--- src/hdl/response_frame_receiver_assert.svh ---
// assertion macros for the response frame receiver
// no dependencies; included by the top level
`ifndef RESPONSE_FRAME_RECEIVER_ASSERT_SVH
`define RESPONSE_FRAME_RECEIVER_ASSERT_SVH

`ifndef NO_ASSERTIONS

// same-cycle implication
`define RFR_ASSERT_NOW(label, clk, rst, ante, cons) \
   label: assert property (@(posedge clk) disable iff (rst) (ante) |-> (cons)) \
      else $error("response_frame_receiver assertion failed");

// next-cycle implication
`define RFR_ASSERT_NEXT(label, clk, rst, ante, cons) \
   label: assert property (@(posedge clk) disable iff (rst) (ante) |=> (cons)) \
      else $error("response_frame_receiver assertion failed");

`else

`define RFR_ASSERT_NOW(label, clk, rst, ante, cons)
`define RFR_ASSERT_NEXT(label, clk, rst, ante, cons)

`endif

`endif

--- src/hdl/rfr_pkg.sv ---
// shared types and constants for the response frame receiver
// no dependencies
`timescale 1ns / 1ps
`default_nettype none

package rfr_pkg;

   // operation codes
   localparam logic [1:0] OP_ARM  = 2'd0;
   localparam logic [1:0] OP_BYTE = 2'd1;
   localparam logic [1:0] OP_TICK = 2'd2;

   // status codes on the result channel
   localparam logic [2:0] ST_IDLE   = 3'd0;
   localparam logic [2:0] ST_RECV   = 3'd1;
   localparam logic [2:0] ST_DONE   = 3'd2;
   localparam logic [2:0] ST_BADID  = 3'd3;
   localparam logic [2:0] ST_BADSUM = 3'd4;
   localparam logic [2:0] ST_ERR    = 3'd5;

   localparam logic [7:0]  MIN_LENGTH    = 8'd2;
   localparam logic [15:0] TIMEOUT_RESET = 16'd1000;

   typedef struct packed {
      logic [1:0] operation;
      logic [7:0] data_byte;
      logic [7:0] expected_id;
   } req_item_type;

   typedef struct packed {
      logic [2:0] status;
      logic       done_res;
      logic       byte_valid;
      logic [7:0] byte_index;
      logic [7:0] byte_out;
   } rsp_item_type;

endpackage

`default_nettype wire

--- src/hdl/rfr_in_stage.sv ---
// input register stage of the response frame receiver
// depends on rfr_pkg
`timescale 1ns / 1ps
`default_nettype none

module rfr_in_stage (
   input  wire                   clock,
   input  wire                   reset,
   input  wire                   load,
   input  wire                   advance,
   input  rfr_pkg::req_item_type item,
   output logic                  stage_valid,
   output rfr_pkg::req_item_type stage_item
);
   import rfr_pkg::*;

   logic         valid_ff;
   logic         valid_in;
   req_item_type item_ff;

   assign valid_in = load ? 1'b1 : (advance ? 1'b0 : valid_ff);

   always_ff @(posedge clock) begin
      if (reset) begin
         valid_ff <= 1'b0;
      end else begin
         valid_ff <= valid_in;
      end
   end

   always_ff @(posedge clock) begin
      if (load) begin
         item_ff <= item;
      end
   end

   assign stage_valid = valid_ff;
   assign stage_item  = item_ff;

endmodule

`default_nettype wire

--- src/hdl/rfr_frame_core.sv ---
// frame state and per-item update of the response frame receiver
// depends on rfr_pkg
`timescale 1ns / 1ps
`default_nettype none

module rfr_frame_core #(
   parameter int TICK_COUNT_WIDTH = 17
) (
   input  wire                   clock,
   input  wire                   reset,
   input  wire                   advance,
   input  rfr_pkg::req_item_type item,
   input  wire [15:0]            timeout_ticks,
   output rfr_pkg::rsp_item_type result
);
   import rfr_pkg::*;

   localparam int CMP_W = (TICK_COUNT_WIDTH > 16) ? TICK_COUNT_WIDTH : 16;

   typedef enum logic [5:0] {
      PH_IDLE   = 6'b000001,
      PH_RECV   = 6'b000010,
      PH_DONE   = 6'b000100,
      PH_BADID  = 6'b001000,
      PH_BADSUM = 6'b010000,
      PH_ERR    = 6'b100000
   } phase_type;

   phase_type                     phase_ff, phase_in;
   logic [7:0]                    awaited_ff, awaited_in;
   logic [7:0]                    length_ff, length_in;
   logic [8:0]                    count_ff, count_in;
   logic [7:0]                    xor_ff, xor_in;
   logic [7:0]                    rid_ff, rid_in;
   logic [TICK_COUNT_WIDTH-1:0]   ticks_ff, ticks_in;
   logic [7:0]                    length_eff;
   logic [7:0]                    rid_eff;
   logic                          done;
   logic                          byte_ok;

   always_comb begin
      phase_in   = phase_ff;
      awaited_in = awaited_ff;
      length_in  = length_ff;
      count_in   = count_ff;
      xor_in     = xor_ff;
      rid_in     = rid_ff;
      ticks_in   = ticks_ff;
      done       = 1'b0;
      byte_ok    = 1'b0;
      length_eff = (count_ff == 9'd0) ? item.data_byte : length_ff;
      rid_eff    = (count_ff == 9'd1) ? item.data_byte : rid_ff;
      case (item.operation)
         OP_ARM: begin
            if (item.expected_id != 8'd0) begin
               awaited_in = item.expected_id;
               length_in  = 8'd0;
               count_in   = 9'd0;
               xor_in     = 8'd0;
               rid_in     = 8'd0;
               ticks_in   = '0;
               phase_in   = PH_RECV;
            end
         end
         OP_BYTE: begin
            if (phase_ff == PH_RECV) begin
               if (count_ff == 9'd0 && item.data_byte < MIN_LENGTH) begin
                  // length byte too short
                  phase_in = PH_ERR;
                  done     = 1'b1;
               end else begin
                  byte_ok   = 1'b1;
                  length_in = length_eff;
                  rid_in    = rid_eff;
                  if (count_ff == {1'b0, length_eff}) begin
                     // checksum byte
                     if (xor_ff == item.data_byte) begin
                        phase_in = (rid_eff == awaited_ff) ? PH_DONE : PH_BADID;
                     end else begin
                        phase_in = PH_BADSUM;
                     end
                     done = 1'b1;
                  end else begin
                     xor_in = xor_ff ^ item.data_byte;
                  end
                  count_in = count_ff + 9'd1;
               end
            end
         end
         OP_TICK: begin
            if (ticks_ff != '1) begin
               ticks_in = ticks_ff + 1'b1;
            end
            if (phase_ff == PH_RECV &&
                CMP_W'(ticks_in) > CMP_W'(timeout_ticks)) begin
               phase_in = PH_ERR;
               done     = 1'b1;
            end
         end
         default: begin
         end
      endcase
   end

   always_ff @(posedge clock) begin
      if (reset) begin
         phase_ff   <= PH_IDLE;
         awaited_ff <= 8'd0;
         length_ff  <= 8'd0;
         count_ff   <= 9'd0;
         xor_ff     <= 8'd0;
         rid_ff     <= 8'd0;
         ticks_ff   <= '0;
      end else if (advance) begin
         phase_ff   <= phase_in;
         awaited_ff <= awaited_in;
         length_ff  <= length_in;
         count_ff   <= count_in;
         xor_ff     <= xor_in;
         rid_ff     <= rid_in;
         ticks_ff   <= ticks_in;
      end
   end

   always_comb begin
      case (phase_in)
         PH_IDLE:   result.status = ST_IDLE;
         PH_RECV:   result.status = ST_RECV;
         PH_DONE:   result.status = ST_DONE;
         PH_BADID:  result.status = ST_BADID;
         PH_BADSUM: result.status = ST_BADSUM;
         PH_ERR:    result.status = ST_ERR;
         default:   result.status = ST_IDLE;
      endcase
      result.done_res   = done;
      result.byte_valid = byte_ok;
      result.byte_index = byte_ok ? count_ff[7:0] : 8'd0;
      result.byte_out   = byte_ok ? item.data_byte : 8'd0;
   end

endmodule

`default_nettype wire

--- src/hdl/rfr_out_stage.sv ---
// result register stage of the response frame receiver
// depends on rfr_pkg
`timescale 1ns / 1ps
`default_nettype none

module rfr_out_stage (
   input  wire                   clock,
   input  wire                   reset,
   input  wire                   load,
   input  wire                   stall,
   input  rfr_pkg::rsp_item_type result,
   output logic                  out_valid,
   output rfr_pkg::rsp_item_type out_item
);
   import rfr_pkg::*;

   logic         valid_ff;
   logic         valid_in;
   rsp_item_type item_ff;

   assign valid_in = load ? 1'b1 : (stall ? valid_ff : 1'b0);

   always_ff @(posedge clock) begin
      if (reset) begin
         valid_ff <= 1'b0;
      end else begin
         valid_ff <= valid_in;
      end
   end

   always_ff @(posedge clock) begin
      if (load) begin
         item_ff <= result;
      end
   end

   assign out_valid = valid_ff;
   assign out_item  = item_ff;

endmodule

`default_nettype wire

--- src/hdl/response_frame_receiver.sv ---
// response frame receiver: length-prefixed frames with xor checksum
// usage: the req_ channel carries arm, byte and tick transfers; every
//   transfer gives exactly one rsp_ transfer with status and, for an accepted byte, the echoed byte
// path: a req_ transfer taken on req_ passes through one input register and
//   one result register before it is offered on rsp_
// throughput: one transfer per cycle while rsp_stall is low; the frame state update is a single
//   compare, xor and count step between the two registers
// stall: rsp_stall holds the result register; the input register still takes
//   one more transfer, and req_stall rises only when both registers are full
// csr_: one write-only register, timeout_ticks, always ready
// reset: synchronous; phase idle, all counts zero, timeout_ticks 1000
// depends on rfr_pkg, rfr_in_stage, rfr_frame_core, rfr_out_stage
// and response_frame_receiver_assert.svh
`timescale 1ns / 1ps
`default_nettype none

`include "response_frame_receiver_assert.svh"

module response_frame_receiver #(
   parameter int TICK_COUNT_WIDTH = 17
) (
   input  wire        clock,
   input  wire        reset,
   // request channel
   input  wire        req_valid,
   output logic       req_stall,
   input  wire [1:0]  req_operation,
   input  wire [7:0]  req_data_byte,
   input  wire [7:0]  req_expected_id,
   // response channel
   output logic       rsp_valid,
   input  wire        rsp_stall,
   output logic [2:0] rsp_status,
   output logic       rsp_done_res,
   output logic       rsp_byte_valid,
   output logic [7:0] rsp_byte_index,
   output logic [7:0] rsp_byte_out,
   // register write channel
   input  wire        csr_valid,
   output logic       csr_ready,
   input  wire [15:0] csr_wdata
);
   import rfr_pkg::*;

   req_item_type req_item;
   req_item_type s1_item;
   rsp_item_type core_result;
   rsp_item_type rsp_item;
   logic         s1_valid;
   logic         out_free;
   logic         s1_fire;
   logic         req_take;
   logic [15:0]  timeout_ff;

   assign req_item.operation   = req_operation;
   assign req_item.data_byte   = req_data_byte;
   assign req_item.expected_id = req_expected_id;

   // result register is free when empty or being drained this cycle
   assign out_free  = !rsp_valid || !rsp_stall;
   assign s1_fire   = s1_valid && out_free;
   assign req_stall = s1_valid && !out_free;
   assign req_take  = req_valid && !req_stall;

   // timeout register
   assign csr_ready = 1'b1;

   always_ff @(posedge clock) begin
      if (reset) begin
         timeout_ff <= TIMEOUT_RESET;
      end else if (csr_valid && csr_ready) begin
         timeout_ff <= csr_wdata;
      end
   end

   rfr_in_stage u_in_stage (
      .clock       (clock),
      .reset       (reset),
      .load        (req_take),
      .advance     (s1_fire),
      .item        (req_item),
      .stage_valid (s1_valid),
      .stage_item  (s1_item)
   );

   // frame state moves only when the held transfer goes to the result register
   rfr_frame_core #(
      .TICK_COUNT_WIDTH (TICK_COUNT_WIDTH)
   ) u_frame_core (
      .clock         (clock),
      .reset         (reset),
      .advance       (s1_fire),
      .item          (s1_item),
      .timeout_ticks (timeout_ff),
      .result        (core_result)
   );

   rfr_out_stage u_out_stage (
      .clock     (clock),
      .reset     (reset),
      .load      (s1_fire),
      .stall     (rsp_stall),
      .result    (core_result),
      .out_valid (rsp_valid),
      .out_item  (rsp_item)
   );

   assign rsp_status     = rsp_item.status;
   assign rsp_done_res   = rsp_item.done_res;
   assign rsp_byte_valid = rsp_item.byte_valid;
   assign rsp_byte_index = rsp_item.byte_index;
   assign rsp_byte_out   = rsp_item.byte_out;

   // a transfer leaving the input register always lands in the result register
   `RFR_ASSERT_NEXT(a_fire_lands, clock, reset, s1_fire, rsp_valid)
   // a taken transfer is held in the input register next cycle
   `RFR_ASSERT_NEXT(a_take_held, clock, reset, req_take, s1_valid)
   // a frame end always reports a final status
   `RFR_ASSERT_NOW(a_done_final, clock, reset, rsp_valid && rsp_done_res,
      rsp_status == ST_DONE || rsp_status == ST_BADID ||
      rsp_status == ST_BADSUM || rsp_status == ST_ERR)
   // a byte taken without ending the frame leaves reception running
   `RFR_ASSERT_NOW(a_byte_recv, clock, reset,
      rsp_valid && rsp_byte_valid && !rsp_done_res, rsp_status == ST_RECV)

endmodule

`default_nettype wire
--- config.mk ---
export PLATFORM = sky130hd
export DESIGN_NAME = response_frame_receiver
export DESIGN_NICKNAME = d
export VERILOG_FILES = /design/src/hdl/rfr_pkg.sv /design/src/hdl/rfr_in_stage.sv /design/src/hdl/rfr_frame_core.sv /design/src/hdl/rfr_out_stage.sv /design/src/hdl/response_frame_receiver.sv
export VERILOG_INCLUDE_DIRS = /design/src /design/src/hdl
export SDC_FILE = /design/constraint.sdc
export NUM_CORES = 1
export LEC_CHECK = 0
export BUFFER_PORTS_ARGS = -buffer_cell sky130_fd_sc_hd__buf_2
export CAP_MARGIN = 20
export CORE_UTILIZATION = 50
export DETAILED_ROUTE_END_ITERATION = 10
export PLACE_DENSITY = 0.76
export RECOVER_POWER = 25
export SLEW_MARGIN = 20
export SYNTH_ARGS = -nofsm -noshare
export SYNTH_HDL_FRONTEND = slang
export SYNTH_SLANG_ARGS = --single-unit
--- constraint.sdc ---
create_clock -name clock -period 4.2 [get_ports clock]
set_input_delay 0.21 -clock clock [delete_from_list [all_inputs] [get_ports clock]]
set_output_delay 0.21 -clock clock [all_outputs]
set_load 0.02 [all_outputs]
==> out/results.ini, run 1 <==
[die]
coreArea_sq_um=12000
initial_core_util_pct=51.3
die_width_um=113
num_rows=40
fp.dieArea_sq_um=12800
chipHeight_um=113
io_pins=63

[sta]
max-slew-margin-rel_pct=-77.5
finalCriticalPeriod_ps=4030
whs_ps=16.1
finalHoldViolCount=0
tightest_slew_ps=2660
skew_ps=7.34
finalMaxSlewViolations=59
fmax_mhz=248
setup_viol=0
fin_crit_sh_pct=96.0
worst_slack_ps=168

[run_status]
outcome=finished, violations left
violations=design-rule violations, max-capacitance violations, max-slew violations

[yosys]
synthCells=681
synthArstFlopShare_pct=0
ys_warn_count=0
synthDistinctLibCells=60
syn_area_per_cell_sq_um=9.05
ys_ff_latch=121
synthesis.area_sq_um=6160
synth.net_count=744
synth_edf_count=39
synthFlopType=dfxtp_1
ys_seq_area_share_pct=45.7

[worst_setup_path]
path_class=reg2reg
path_cells=ha_4 -> nand3_1 -> nor4_4 -> nand2_2 -> and4_1 -> and2_4 -> nor3b_2 -> xor2_1 -> ha_1 -> a21o_1 -> a2111oi_2 -> buf_4 -> nand2_1 -> a211oi_2 -> inv_2 -> a31oi_4 -> xor2_1 -> and4_1
max_stage_delay_ps=380
critPathLaunchType=flip-flop
critical_path_arrival_ps=4200
slowest_stage=dfxtp_4
required_ps=4370
r2r-start=u_frame_core.ticks_ff[1]$_SDFFE_PP0P_
crit_start=u_frame_core.ticks_ff[1]$_SDFFE_PP0P_
path_max_fanout=6
cp-end-kind=flip-flop

[global_route]
grt_pass1_wl_um=23800
grt_usage_pct=24.0
grt_pass1_vias=5014
overflow=0
antenna_found_initial=0
grt_max_degree=59

[finish]
final_common_cell=dfxtp_1
layout.nets=824
antenna_cells=0
drive_gt1_share_pct=17.3
fin_util_pct=62.5
area_growth_pct=21.8
final_cell_mix=78 x dfxtp_1, 71 x nand2_1, 61 x nor2_1

[power_and_ir_drop]
ir_drop_mv=0.260
power_per_cell_area_nw_per_um2=391
power.leakage_nw=2.99

[cts]
clock_latency_ps=420
path_clk_slew_ps=50
root_buffer=clkbuf_16
htreeDepth=4
cts_buffer_depth=2
cts_tree=done
cts.sinks=121
cts_buffers=17

[routing]
drt-total-wl_um=14700
via_per_inst=5.69
ant_nets=0
drt_iter0_drc=563
wire_per_inst_um=16.0
dr.max_layer_used=met4
drtPass1Iterations=8
dr_total_vias=5238
route.met3.wl_um=653
remaining_drc_errors=1
wl_met1_um=6600
wl_met2_um=7160

[placed_design]
place_congestion=0.935
dpl.hpwl_um=9970
place_ws_ps=-113
port_buffers=61

[hold_path]
holdCritPathClass=in2reg
hold_start=req_valid

[job]
maxCapViolations=1

[Yosys cell counts, types with 4 or more instances]
library cell,instances,area (sq um)
a211oi_1,6,45.0
a21oi_1,49,245
a22oi_1,4,30.0
and2_1,16,100
and3_1,8,50.1
buf_1,4,15.0
clkbuf_1,32,120
dfxtp_1,82,1640
edfxtp_1,39,1170
ha_1,24,300
inv_1,38,143
mux2i_1,22,220
nand2_1,71,267
nand3_1,42,210
nand3b_1,8,60.1
nand4_1,15,93.8
nor2_1,61,229
nor3_1,12,60.1
nor4_1,6,37.5
o211ai_1,7,52.6
o21ai_0,23,115
o22ai_1,5,31.3
or3_1,5,31.3
xnor2_1,27,236
xor2_1,18,158
[layer usage]
layer / global-route usage, % / vias up
met5: 0 / -
met1: 30.0 / 2520
met3: 5.20 / 28
li1: - / 2545
met4: 10.4 / 0
met2: 40.3 / 145
[critical path, delay by kind of cell, from the launching register on]
family / cells / cell delay, ps
XOR/XNOR: 2 / 250
buffers and inverters: 2 / 260
adder cells (fa/ha/maj): 2 / 460
flip-flops: 1 / 380
AND/OR/NAND/NOR: 8 / 1430
AO/OA/AOI/OAI: 4 / 1020
[state kept, by name, summed over array words and instances, names as in the netlist]
register and count:
timeout_ff 16, u_frame_core.awaited_ff 8, u_frame_core.count_ff 9, u_frame_core.length_ff 8, u_frame_core.phase_ff 6, u_frame_core.rid_ff 8, u_frame_core.ticks_ff 17, u_frame_core.xor_ff 8
u_in_stage.stage_item 18, u_in_stage.stage_valid 1, u_out_stage.out_item 21, u_out_stage.out_valid 1
[layout make-up]
class                           count  area, sq um
Multi-Input combinational cell    482         3130
Timing Repair Buffer              100          633
Clock inverter                     13          151
Fill cell                         969         4510
Tap cell                          147          184
Sequential cell                   121         2820
Clock buffer                       19          443
Inverter                           39          146
[power breakdown]
group,leakage (nW),switching (mW),internal (mW)
Clock,0.280,0.521,0.940
Sequential,1.04,0.0279,1.24
Combinational,1.67,0.119,0.0804
Total,2.99,0.668,2.26
[repair_timing]
action / CTS / global route
hold buffers: 20 / 0
pin swaps: 2 / 4
endpoints found under the hold margin: 20 / 0
gates cloned: 0 / 0
setup endpoints to repair: 2 / 3
resized for setup: 4 / 15
setup buffers: 2 / 2
[path summary, 6_finish.rpt]
path	slack, ps	cells after the start	to
setup reg to reg	170	18	u_out_stage.out_item[20]$_DFFE_PP_
hold / removal	20	2	u_in_stage.stage_valid$_SDFFE_PP0P_
setup / recovery	170	18	u_out_stage.out_item[20]$_DFFE_PP_
hold reg to reg	460	2	u_frame_core.awaited_ff[4]$_SDFFE_PP0P_
[kinds of logic after synthesis]
logic type / Yosys count / synth area share, %
and+or+nand+nor: 269 / 22.0
DFF: 121 / 45.7
AOI/OAI and AO/OA: 118 / 11.9
buffers and inverters: 78 / 4.96
xor gates and xnor gates: 45 / 6.40
muxes: 25 / 4.12
adders and majority gates: 24 / 4.88
other: 1 / 0.0609
[stage by stage]
step,cell area (sq um),std cells,TNS (ps),power (mW)
6_report,7500,921,0,2.93
4_1_cts,7460,919,0,2.94
5_1_grt,7500,921,-35.0,3.01
2_1_floorplan,6180,681,0,1.41
3_5_place_dp,6630,865,-126,1.47
3_3_place_gp,6630,865,0,1.47
No activity file was read; power rests on OpenSTA's default activity.
==> run 2, diff against run 1 <==
--- a/config.mk
+++ b/config.mk
@@ -10,7 +10,7 @@
 export CAP_MARGIN = 20
 export CORE_UTILIZATION = 50
 export DETAILED_ROUTE_END_ITERATION = 10
-export PLACE_DENSITY = 0.76
+export PLACE_DENSITY = 0.72
 export RECOVER_POWER = 25
 export SLEW_MARGIN = 20
 export SYNTH_ARGS = -nofsm -noshare
==> run 2 against run 1 <==
  * The flow now finishes without violations
  * Die area stayed put
  * Wire length is 1.6% higher
  * Total power is 4.1% higher
  * Largest cell class unchanged
  * Non-clock buffer count is 1 lower
  * Setup slack better by 30 ps
==> out/results.ini, run 2 (synthesis gave the netlist of run 1 again) <==
[finish]
largest_reg_flops=21  ; unchanged
layout.nets=823  ; was 824
seqCellArea_sq_um=2820  ; about the same
area_growth_pct=22.4  ; was 21.8%
final_common_cell=dfxtp_1  ; unchanged
antenna_cells=0  ; unchanged
nFillCells=988  ; was 969
drive_gt1_share_pct=15.8  ; was 17.3%
final_cell_mix=80 x dfxtp_1, 71 x nand2_1, 61 x nor2_1  ; was 78 x dfxtp_1, 71 x nand2_1, 61 x nor2_1
multi_input_area_sq_um=3140  ; was 3130 sq um

[routing]
wl_met2_um=7240  ; was 7160 um
wl_met1_um=6510  ; was 6600 um
drt_iter0_drc=437  ; was 563
remaining_drc_errors=0  ; was 1
route.met3.wl_um=864  ; was 653 um
dr_total_vias=5262  ; was 5238
via_per_inst=5.72  ; was 5.69
drtPass1Iterations=5  ; was 8
dr.max_layer_used=met4  ; unchanged
ant_nets=0  ; unchanged
drt-total-wl_um=15000  ; was 14700 um
wire_per_inst_um=16.3  ; was 16.0 um

[die]
initial_core_util_pct=51.3  ; unchanged
die_width_um=113  ; unchanged
chipHeight_um=113  ; unchanged
io_pins=63  ; unchanged
coreArea_sq_um=12000  ; unchanged
fp.dieArea_sq_um=12800  ; unchanged
num_rows=40  ; unchanged

[placed_design]
port_buffers=61  ; unchanged
place_congestion=0.914  ; was 0.935
dpl.hpwl_um=9900  ; was 9970 um

[global_route]
grt_pass1_vias=5075  ; was 5014
grt_max_degree=60  ; was 59
antenna_found_initial=0  ; unchanged
grt_pass1_wl_um=24000  ; was 23800 um
grt_usage_pct=24.3  ; was 24.0%
overflow=0  ; unchanged

[worst_setup_path]
path_max_fanout=6  ; unchanged
required_ps=4380  ; was 4370 ps
critPathLaunchType=flip-flop  ; unchanged
path_class=reg2reg  ; unchanged
path_cells=ha_4 -> nand3_2 -> nor4_4 -> nand2_2 -> and4_2 -> and2_0 -> and3_1 -> xor2_1 -> ha_1 -> a21oi_1 -> a21oi_1 -> a2111oi_4 -> buf_4 -> nand2_1 -> a211oi_2 -> inv_1 -> a31oi_4 -> xor2_1 -> and4_1  ; was ha_4 -> nand3_1 -> nor4_4 -> nand2_2 -> and4_1 -> and2_4 -> nor3b_2 -> xor2_1 -> ha_1 -> a21o_1 -> a2111oi_2 -> buf_4 -> nand2_1 -> a211oi_2 -> inv_2 -> a31oi_4 -> xor2_1 -> and4_1
max_stage_delay_ps=370  ; was 380 ps
slowest_stage=dfxtp_4  ; unchanged
path_delay_family=simple AND/OR/NAND/NOR gates  ; unchanged
reg2reg_depth=19  ; was 18
crit_buf_inv=2  ; unchanged
critical_path_arrival_ps=4180  ; was 4200 ps
path_depth=19  ; was 18
cp-end-kind=flip-flop  ; unchanged

[cts]
cts_buffer_depth=2  ; unchanged
path_clk_slew_ps=50  ; about the same
cts_tree=done  ; unchanged
cts_buffers=17  ; unchanged
clock_latency_ps=430  ; was 420 ps
root_buffer=clkbuf_16  ; unchanged
htreeDepth=4  ; unchanged
cts.sinks=121  ; unchanged

[job]
maxCapViolations=0  ; was 1

[hold_path]
whs_path_depth=3  ; was 2
holdCritPathClass=in2reg  ; unchanged

[sta]
tightest_slew_ps=1060  ; was 2660 ps
finalCriticalPeriod_ps=4000  ; was 4030 ps
fmax_mhz=250  ; was 248 MHz
setup_viol=0  ; unchanged
finalHoldViolCount=0  ; unchanged
setup_tns_ps=0  ; unchanged
fin_crit_sh_pct=95.3  ; was 96.0%
max-slew-margin-rel_pct=28.8  ; was -77.5%
whs_ps=3.44  ; was 16.1 ps
finalMaxSlewViolations=0  ; was 59
skew_ps=18.6  ; was 7.34 ps

[power_and_ir_drop]
power_per_cell_area_nw_per_um2=405  ; was 391 nW/um^2
power.leakage_nw=3.00  ; was 2.99 nW
ir_drop_mv=0.272  ; was 0.260 mV

[run_status]
outcome=finished, final reports clean  ; was finished, violations left

run 2: through the flow:
| stage | std cells | worst slack, ps | power (mW) | area [sq um] | utilization [%] |
|---|---|---|---|---|---|
| final | 920 | 198 | 3.05 | 7540 | 62.8 |
| after global routing | 920 | -26.8 | 3.15 | 7540 | 62.8 |
| after CTS | 917 | 53.2 | 3.06 | 7480 | 62.3 |
| after detailed placement | 866 | -55.6 | 1.47 | 6640 | 55.3 |
| after global placement | 866 | 131 | 1.47 | 6640 | 55.3 |
| after floorplan | 681 | 7.83 | 1.41 | 6180 | - |
run 2: worst paths after layout:
check                                                from                                       to  slack (ps)
setup / recovery    u_frame_core.ticks_ff[1]$_SDFFE_PP0P_       u_out_stage.out_item[20]$_DFFE_PP_         200
hold / removal                               csr_wdata[9]               timeout_ff[9]$_SDFFE_PP1P_           3
setup reg to reg    u_frame_core.ticks_ff[1]$_SDFFE_PP0P_       u_out_stage.out_item[20]$_DFFE_PP_         200
hold reg to reg   u_frame_core.awaited_ff[4]$_SDFFE_PP0P_  u_frame_core.awaited_ff[4]$_SDFFE_PP0P_         460
run 2: final cells by class:
cell class                 instances  share of cell area (%)
clock inverter                     8                    2.22
multi-input combinational        482                    41.6
clock buffer                      24                    6.26
timing repair buffer              99                    8.18
sequential                       121                    37.4
inverter                          39                    1.94
tap                              147                    2.44
run 2: metal layers:
| metal | vias up | GRT usage [%] |
|---|---|---|
| li1 | 2554 | - |
| met1 | 2493 | 29.9 |
| met2 | 182 | 40.4 |
| met3 | 33 | 5.78 |
| met4 | 0 | 11.2 |
| met5 | - | 0 |
run 2: repair_timing:
item	in CTS	in global routing
pin swaps	0	7
setup endpoints to repair	1	3
buffers inserted	0	3
hold buffers	19	0
endpoints found under the hold margin	19	0
gates resized for setup	3	12
run 2: worst reg2reg max path: cells and delay by family (launching register included):
kind                       cells  cell delay (ps)
and+or+nand+nor                8             1440
DFF                            1              370
adders and majority gates      2              470
buffers and inverters          2              280
AOI/OAI and AO/OA              5              960
xor gates and xnor gates       2              240
run 2: power breakdown:
| group | leakage [nW] | internal (mW) | total (mW) | switching, mW |
|---|---|---|---|---|
| registers | 1.04 | 1.24 | 1.27 | 0.0293 |
| logic | 1.65 | 0.0786 | 0.196 | 0.117 |
| clock network | 0.308 | 1.08 | 1.58 | 0.503 |
